--- src/rtl/lmrsw_pkg.sv ---
// Shared types and constants for the LED matrix row shadow writer.
// Used by every module in rtl/; depends on nothing.
`timescale 1ns / 1ps

package lmrsw_pkg;

  localparam int unsigned ROWS      = 8;
  localparam int unsigned ROW_W     = $clog2(ROWS);
  localparam logic [7:0]  BIT_MSB   = 8'b1000_0000;
  localparam logic [3:0]  ADDR_BASE = 4'h1;

  // Command codes
  typedef enum logic [1:0] {
    FN_CLEAR   = 2'd0,
    FN_SET_ROW = 2'd1,
    FN_SET_COL = 2'd2,
    FN_SET_LED = 2'd3
  } lmrsw_func_t;

  // Row update unit operations
  typedef enum logic [1:0] {
    UOP_ZERO = 2'd0,
    UOP_LOAD = 2'd1,
    UOP_PUT  = 2'd2
  } lmrsw_uop_t;

  // Sequencer states
  typedef enum logic [1:0] {
    ST_IDLE = 2'b01,
    ST_RUN  = 2'b10
  } lmrsw_state_t;

  typedef struct packed {
    logic [1:0] func;
    logic [7:0] row;
    logic [7:0] column;
    logic [7:0] value;
    logic       led_on;
  } lmrsw_in_t;

  typedef struct packed {
    logic [3:0] address;
    logic [7:0] data;
    logic       last;
  } lmrsw_out_t;

  // Control from sequencer to row update unit
  typedef struct packed {
    lmrsw_uop_t       op;
    logic [ROW_W-1:0] col;
    logic [7:0]       load;
    logic             bit_val;
  } lmrsw_upd_t;

  // Row store access from sequencer
  typedef struct packed {
    logic             wr_en;
    logic [ROW_W-1:0] addr;
    logic [7:0]       wr_data;
  } lmrsw_acc_t;

endpackage

--- src/rtl/led_matrix_row_shadow_writer_core.sv ---
// Top level of the LED matrix row shadow writer.
// Depends on lmrsw_pkg, lmrsw_row_store, lmrsw_row_unit, lmrsw_seq.
`timescale 1ns / 1ps

// A request is taken when start is high and busy is low. Clear and
// set-column requests hold busy while they produce one row write per
// cycle, row addresses 1..8 in order; set-row and set-LED hold busy for
// 1 cycle and produce one write. A request whose target row or column is
// above 7 produces no write and does not raise busy, so the next request
// may follow at once. Each write appears on out_res for exactly one cycle
// with out_valid high, in the cycle after the step that made it, and
// out_res.last marks the final write of a request. The pace is one stored
// row per cycle through the single row update unit and the one store port.
// The receiver cannot hold writes off: it must take every strobed write.
module led_matrix_row_shadow_writer_core (
  input  logic                  clk,
  input  logic                  rst_n,
  input  logic                  start,
  output logic                  busy,
  input  lmrsw_pkg::lmrsw_in_t  in_req,
  output logic                  out_valid,
  output lmrsw_pkg::lmrsw_out_t out_res
);
  import lmrsw_pkg::*;

  lmrsw_upd_t upd;
  lmrsw_acc_t acc;
  logic [7:0] old_row;
  logic [7:0] new_row;

  // Sequencer
  lmrsw_seq u_seq (
    .clk       (clk),
    .rst_n     (rst_n),
    .start     (start),
    .busy      (busy),
    .in_req    (in_req),
    .upd       (upd),
    .acc       (acc),
    .new_row   (new_row),
    .out_valid (out_valid),
    .out_res   (out_res)
  );

  // Row image
  lmrsw_row_store u_store (
    .clk     (clk),
    .rst_n   (rst_n),
    .acc     (acc),
    .rd_data (old_row)
  );

  // Shared row update unit
  lmrsw_row_unit u_unit (
    .upd     (upd),
    .old_row (old_row),
    .new_row (new_row)
  );

endmodule

--- src/rtl/lmrsw_row_store.sv ---
// Eight-entry row byte store, cleared by reset; one write, one read port.
// Depends on lmrsw_pkg.
`timescale 1ns / 1ps

module lmrsw_row_store (
  input  logic                   clk,
  input  logic                   rst_n,
  input  lmrsw_pkg::lmrsw_acc_t  acc,
  output logic [7:0]             rd_data
);
  import lmrsw_pkg::*;

  logic [7:0] rows_r [ROWS];

  // Row registers, all zero after reset
  always_ff @(posedge clk) begin
    if (!rst_n) begin
      for (int i = 0; i < ROWS; i++) rows_r[i] <= 8'h00;
    end else if (acc.wr_en) begin
      rows_r[acc.addr] <= acc.wr_data;
    end
  end

  assign rd_data = rows_r[acc.addr];

endmodule

--- src/rtl/lmrsw_row_unit.sv ---
// Shared row update unit: zero, load, or set/clear one column bit.
// Depends on lmrsw_pkg.
`timescale 1ns / 1ps

module lmrsw_row_unit (
  input  lmrsw_pkg::lmrsw_upd_t upd,
  input  logic [7:0]            old_row,
  output logic [7:0]            new_row
);
  import lmrsw_pkg::*;

  logic [7:0] mask;

  assign mask = BIT_MSB >> upd.col;

  always_comb begin
    case (upd.op)
      UOP_ZERO: new_row = 8'h00;
      UOP_LOAD: new_row = upd.load;
      UOP_PUT:  new_row = upd.bit_val ? (old_row | mask) : (old_row & ~mask);
      default:  new_row = old_row;
    endcase
  end

endmodule

--- src/rtl/lmrsw_seq.sv ---
// Command sequencer: steps the row index, drives the update unit and the
// store, and registers one row write per step. Depends on lmrsw_pkg.
`timescale 1ns / 1ps

module lmrsw_seq (
  input  logic                    clk,
  input  logic                    rst_n,
  input  logic                    start,
  output logic                    busy,
  input  lmrsw_pkg::lmrsw_in_t    in_req,
  output lmrsw_pkg::lmrsw_upd_t   upd,
  output lmrsw_pkg::lmrsw_acc_t   acc,
  input  logic [7:0]              new_row,
  output logic                    out_valid,
  output lmrsw_pkg::lmrsw_out_t   out_res
);
  import lmrsw_pkg::*;

  lmrsw_state_t     state_r, state_nxt;
  lmrsw_in_t        req_r;
  logic [ROW_W-1:0] idx_r, idx_nxt;
  logic             multi_r, multi_nxt;
  logic             out_valid_r, out_valid_nxt;
  lmrsw_out_t       out_r;

  logic accept, go, last_step, row_ok, col_ok;

  assign busy   = (state_r == ST_RUN);
  assign accept = start && !busy;
  assign row_ok = (in_req.row    <= 8'(ROWS - 1));
  assign col_ok = (in_req.column <= 8'(ROWS - 1));

  // Does the new request cause any write
  always_comb begin
    case (lmrsw_func_t'(in_req.func))
      FN_CLEAR:   go = 1'b1;
      FN_SET_ROW: go = row_ok;
      FN_SET_COL: go = col_ok;
      FN_SET_LED: go = row_ok && col_ok;
      default:    go = 1'b0;
    endcase
  end

  assign last_step = !multi_r || (idx_r == ROW_W'(ROWS - 1));

  // Update unit control for the current step
  always_comb begin
    upd.col     = req_r.column[ROW_W-1:0];
    upd.load    = req_r.value;
    upd.bit_val = req_r.led_on;
    case (lmrsw_func_t'(req_r.func))
      FN_CLEAR:   upd.op = UOP_ZERO;
      FN_SET_ROW: upd.op = UOP_LOAD;
      FN_SET_COL: begin
        upd.op      = UOP_PUT;
        upd.bit_val = req_r.value[~idx_r];
      end
      FN_SET_LED: upd.op = UOP_PUT;
      default:    upd.op = UOP_ZERO;
    endcase
  end

  assign acc.wr_en   = busy;
  assign acc.addr    = idx_r;
  assign acc.wr_data = new_row;

  // Next state
  always_comb begin
    state_nxt     = state_r;
    idx_nxt       = idx_r;
    multi_nxt     = multi_r;
    out_valid_nxt = 1'b0;
    case (state_r)
      ST_IDLE: begin
        if (accept && go) begin
          state_nxt = ST_RUN;
          multi_nxt = (lmrsw_func_t'(in_req.func) == FN_CLEAR) ||
                      (lmrsw_func_t'(in_req.func) == FN_SET_COL);
          idx_nxt   = multi_nxt ? '0 : in_req.row[ROW_W-1:0];
        end
      end
      ST_RUN: begin
        out_valid_nxt = 1'b1;
        idx_nxt       = idx_r + 1'b1;
        if (last_step) state_nxt = ST_IDLE;
      end
      default: state_nxt = ST_IDLE;
    endcase
  end

  // Control registers
  always_ff @(posedge clk) begin
    if (!rst_n) begin
      state_r     <= ST_IDLE;
      idx_r       <= '0;
      multi_r     <= 1'b0;
      out_valid_r <= 1'b0;
    end else begin
      state_r     <= state_nxt;
      idx_r       <= idx_nxt;
      multi_r     <= multi_nxt;
      out_valid_r <= out_valid_nxt;
    end
  end

  // Request capture and result payload
  always_ff @(posedge clk) begin
    if (accept) req_r <= in_req;
    if (busy) begin
      out_r.address <= 4'(idx_r) + ADDR_BASE;
      out_r.data    <= new_row;
      out_r.last    <= last_step;
    end
  end

  assign out_valid = out_valid_r;
  assign out_res   = out_r;

  // A clear always starts a run
  a_clear_runs: assert property (@(posedge clk) disable iff (!rst_n)
    (accept && lmrsw_func_t'(in_req.func) == FN_CLEAR) |=> busy)
    else $error("clear request did not start a run");

  // The final step of a run returns to idle
  a_last_ends: assert property (@(posedge clk) disable iff (!rst_n)
    (busy && last_step) |=> !busy)
    else $error("run continued past its final write");

  // A write not marked last is followed by more of the same run
  a_more_follow: assert property (@(posedge clk) disable iff (!rst_n)
    (out_valid && !out_res.last) |-> busy)
    else $error("non-final write with no run in progress");

  // Every write carries a row address in range
  a_addr_range: assert property (@(posedge clk) disable iff (!rst_n)
    out_valid |-> (out_res.address != 4'd0 && out_res.address <= 4'(ROWS)))
    else $error("write address out of range");

endmodule

--- config.mk ---
export PLATFORM = sky130hd
export DESIGN_NAME = led_matrix_row_shadow_writer_core
export DESIGN_NICKNAME = d
export VERILOG_FILES = /design/src/rtl/lmrsw_pkg.sv /design/src/rtl/led_matrix_row_shadow_writer_core.sv /design/src/rtl/lmrsw_row_store.sv /design/src/rtl/lmrsw_row_unit.sv /design/src/rtl/lmrsw_seq.sv
export SDC_FILE = /design/constraint.sdc
export NUM_CORES = 1
export LEC_CHECK = 0
export ABC_AREA = 1
export BUFFER_PORTS_ARGS = -buffer_cell sky130_fd_sc_hd__buf_2
export CAP_MARGIN = 20
export CORE_ASPECT_RATIO = 0.9
export CORE_MARGIN = 2
export CORE_UTILIZATION = 38
export CTS_BUF_LIST = sky130_fd_sc_hd__clkbuf_2 sky130_fd_sc_hd__clkbuf_4 sky130_fd_sc_hd__clkbuf_8
export DETAILED_ROUTE_END_ITERATION = 10
export GPL_TIMING_DRIVEN = 0
export REMOVE_ABC_BUFFERS = 1
export SYNTH_ARGS = -nofsm -noshare
export SYNTH_HDL_FRONTEND = slang
export SYNTH_SLANG_ARGS = --single-unit
--- constraint.sdc ---
create_clock -name clk -period 1.7 [get_ports clk]
set_input_delay 0.17 -clock clk [delete_from_list [all_inputs] [get_ports clk]]
set_output_delay 0.17 -clock clk [all_outputs]
set_load 0.01 [all_outputs]
* Word-level counts from Yosys, hierarchy flattened
Memory sizes are Yosys's and may differ from the RTL's. A register that Yosys moved wholly into a read port is not among the register bits.
Cells that the tools add are included.
** Word-level totals
- Register bits :: 34
- Latch bits :: 0
- Bits in writable memories :: 64
- ROM bits :: 0
- Logic and storage cells :: 73
- Memories kept :: 1
** Operators by class
- Add/subtract/negate cells :: 2
- Multipliers :: 0
- Div/mod/pow operators :: 0
- Order comparisons :: 3
- Eq/ne operators :: 13
- Shift operators :: 1
- Muxes and demuxes :: 22
- Bitwise gates (word level) :: 4
- Reduce and logical (&&, ||, !) cells :: 16
** Memory list
- u_store.rows_r :: words 8, width 8, rd ports 1, clocked after Yosys merged registers in 1, wr ports 8, RTL line lmrsw_row_store.sv:13 : logic [7:0] rows_r [ROWS];
** Operators by type and width (number)
- $pmux 8 s3 :: 1
- $le 8x3->1 const B :: 2
- $mux 8 :: 2
- $mux 3 :: 5
- $eq 2x2->1 const B :: 6
- $and 8x8->8 :: 1
- $eq 2x1->1 const B :: 4
- $not 8->8 :: 1
- $or 8x8->8 :: 1
- $reduce_or 8->1 :: 1
- $shr 8x3->8 const A :: 1
- $mux 1 :: 7
- $logic_not 2->1 :: 3
- $pmux 2 s3 :: 1
- $pmux 3 s2 :: 1
- $reduce_and 2->1 :: 3
- $add 3x1->4 const B :: 1
- $lt 3x4->1 const B :: 1
- $mux 2 :: 2
- $pmux 1 s4 :: 1
- $pmux 2 s2 :: 1
- $add 3x1->3 const B :: 1
- $bmux 1 s3 :: 1
- $eq 3x3->1 const B :: 1
- 8 further kinds :: 12

* Logic depth before layout (Yosys ltp)
- Depth in word-level cells :: 8
- Depth in mapped cells :: 11
- Gate-level depth less buffers :: 10

* Modules after synthesis
Synthesis repeated with hierarchy kept, for this count alone.
** Second synthesis, totals
- Cells, all modules :: 542
- Area, all modules :: 5014.8 um2
** By module, submodules not included
- lmrsw_row_store :: instances 1, cells each 334, area each 3169.3 um2
- lmrsw_seq :: instances 1, cells each 127, area each 1472.7 um2
- lmrsw_row_unit :: instances 1, cells each 81, area each 372.9 um2

* Worst setup path after synthesis
Ideal clock, no wire load.
- Path kind :: register to register
- From :: register u_seq.state_r[1]
- To :: memory u_store.rows_r[6][0] (enable)
- Arrival :: 1.523 ns
- Slack :: -0.152 ns
- Cell stages (with the launch flop) :: 7
- Buffers on the path :: 0
- Path through :: dfxtp_1 -> inv_2 -> nor2_4 -> inv_2 -> nor2_2 -> nand4_1 -> nand2_1
** RTL lines
- start, declared :: RTL line lmrsw_seq.sv:19 : lmrsw_state_t state_r, state_nxt;
- start signal, assigned :: RTL line lmrsw_seq.sv:99 : state_r <= state_nxt;
- end, declared :: RTL line lmrsw_row_store.sv:13

==> impl_metrics.csv <==
group,metric,value,unit
run_status,outcome,"completed",
sta,post-route-period-util,99.4,%
sta,clock_skew,0.0119,ns
placement,routabilityCongestion,0.844,
clocking,clk_latency,0.38,ns
setup_path,critPathBufInv,3,
power,p_leak,2.26,nW
detailed_routing,vias,3673,
global_routing,first_global_vias,3561,
sta,maxSlewHeadroom,61.6,%
detailed_routing,wl_met2,6090,µm
global_routing,grt_start_max_net_pins,17,
synth,synth_area,4730,µm²
detailed_routing,drc,0,
die,die-area,13400,µm²
clocking,cts_buffer_depth,2,
die,die_height,110,µm
global_routing,overflow,0,
setup_path,cp_common_cell,"nand3_1",
detailed_routing,viasPerCell,5.25,
sta,fmax,592,MHz
sta,setup_slack,0.0109,ns
layout,areaGrowthSynthToFinish,26.3,%
sta,final_max_slew_viol_count,0,
layout,fillers,1144,
placement,portBuffers,44,
setup_path,crit_slowest_cell,"dfxtp_4",
setup_path,cp_data_arrival_time,1.80,ns
clocking,cts_made_buffers,9,
layout,diodes,0,
synth,ys.warnings.count,0,
sta,worst_pin_slew,0.575,ns
detailed_routing,top_layer_used,"met4",
synth,yosysSeqAreaShare,62.0,%
sta,fin_setup_tns,0,ns
clocking,htreeDepth,3,
setup_path,r2r_slack,0.01,ns
layout,drive_above_1_share,33.2,%
die,die_x,122,µm
setup_path,path_class,"reg -> reg",
detailed_routing,wl,12000,µm
detailed_routing,drt-initial-drc-count,250,
clocking,cts.sinks,101,
global_routing,antenna_found_initial,0,
setup_path,cp-start-kind,"flip-flop",
clocking,tritoncts,"done",
die,placementRows,38,
job,max_cap_viol_count,0,
die,core,12100,µm²
synth,ys_ff_latch,101,
synth,syn_avg_cell_area,10.4,µm²
power,power.density,828,nW/µm²
layout,layout.nets,566,
sta,timing.hold.ws,0.0458,ns
die,initial_core_util,39.2,%
detailed_routing,ant_nets,0,
clocking,clkSlewWorstSetupHoldPaths,0.10,ns
sta,hold_viol,0,
hold_path,hp-class,"in -> reg",
setup_path,crit_chain,"buf_12 > clkinvlp_4 > buf_4 > nand2_1 > nand3_1 > nand3_1 > nand3b_1 > nand3_4 > a21oi_1",
synth,netlist_instances,455,
detailed_routing,wl_per_cell,17.2,µm
placement,preCtsSetupSlack,-1.02,ns
die,ios,45,
power,ir_drop,0.000488,V
sta,period_needed,1.69,ns
detailed_routing,met1_length,5220,µm
global_routing,grt_usage,18.4,%
setup_path,worst_setup_path_end_kind,"flip-flop",
sta,setup_viol,0,
global_routing,grt_pass1_wl,18200,µm
layout,final_common_cell,"edfxtp_1",
sta,rsz0062_at_grt,"true",
detailed_routing,met3_length,505,µm
layout,final_cell_mix,"edfxtp_1 (91), nand2_1 (84), a21oi_1 (46)",
clocking,clockRootBuffer,"clkbuf_8",
setup_path,critical_path.top_delay_family,"simple AND/OR/NAND/NOR gates",
setup_path,critPathMaxStageDelay,0.38,ns
setup_path,cp_max_fo,5,
detailed_routing,drtPass1Iterations,5,
synth,synth.distinct_cells,25,
setup_path,cp_data_required_time,1.82,ns
placement,dp_hpwl,7680,µm
## per-stage QoR
| step | instances | utilization [%] | total power, mW | cell area, µm² |
|---|---|---|---|---|
| after floorplan | 439 | - | 3.16 | 4630 |
| after global placement | 643 | 41.8 | 3.30 | 5050 |
| after detailed placement | 645 | 42.0 | 3.31 | 5070 |
| after CTS | 693 | 47.3 | 4.90 | 5720 |
| after global routing | 699 | 49.5 | 5.11 | 5970 |
| final | 699 | 49.5 | 4.95 | 5970 |
## cell usage after synthesis, drive strengths merged
library cell	n	area, µm²
nand2	111	493
edfxtp	91	2730
a21oi	67	335
nand3	57	360
nor2	41	186
inv	25	96.3
o21ai	15	75.1
buf	13	88.8
dfxtp	10	200
nand3b	7	52.6
nor3	7	35.0
nand4	5	31.3
clkbuf	3	11.3
ha	2	25.0
or2	1	6.26
## registers in the layout, summed over array words and instances (netlist names), named ones only
signal,count
u_store.rows_r,64
u_seq.out_res,13
u_seq.upd,11
u_seq.idx_r,3
u_seq.req_r,3
u_seq.state_r,2
u_seq.multi_r,1
u_seq.out_valid,1
## where the power goes
group	switching, mW	total [mW]	leakage, nW	internal [mW]
Combinational	0.367	0.556	1.16	0.190
Clock	0.839	1.56	0.102	0.718
Sequential	0.0557	2.83	1.00	2.78
Total	1.26	4.95	2.26	3.69
## what timing repair did
item | in CTS | in global routing
setup buffers | 16 | 2
gates resized for setup | 46 | 51
pin swaps | 3 | 8
hold buffers | 13 | 0
hold endpoints to repair | 13 | 0
gates cloned | 3 | 4
setup endpoints to repair | 136 | 96
## final cells by class
cell class                 count  area (µm²)  area share (%)
clock buffer                  10         138            2.30
clock inverter                 6        61.3            1.03
inverter                      25         109            1.82
multi-input combinational    319        1960            32.8
sequential                   101        2950            49.4
tap                          160         200            3.35
timing repair buffer          77         546            9.13
timing repair inverter         1        7.51           0.126
## kinds of logic (layout without fill, tap and decap cells)
| kind of cell | Yosys count | after routing | share of synthesized area [%] |
|---|---|---|---|
| AO/OA/AOI/OAI | 82 | 82 | 8.68 |
| flip-flops | 101 | 101 | 62.0 |
| buffers and inverters | 41 | 119 | 4.15 |
| AND/OR/NAND/NOR | 229 | 235 | 24.6 |
| adder cells (fa/ha/maj) | 2 | 2 | 0.529 |
## worst paths after layout
kind | startpoint | to | cells after the start
max reg2reg | flip-flop | u_store.rows_r[1][7]$_SDFFCE_PN0P_ | 9
min reg2reg | u_seq.multi_r$_SDFFE_PN0P_ | u_seq.multi_r$_SDFFE_PN0P_ | 2
min | in_req[25] | u_seq.req_r[25]$_DFFE_PP_ | 1
max | flip-flop | u_store.rows_r[1][7]$_SDFFCE_PN0P_ | 9
## layer usage
metal | vias to the layer above | global-route usage, %
met1 | 1797 | 23.3
met2 | 93 | 31.4
met3 | 15 | 4.56
met5 | - | 0
met4 | 0 | 5.58
li1 | 1768 | -
No activity file was read; power rests on OpenSTA's default activity.
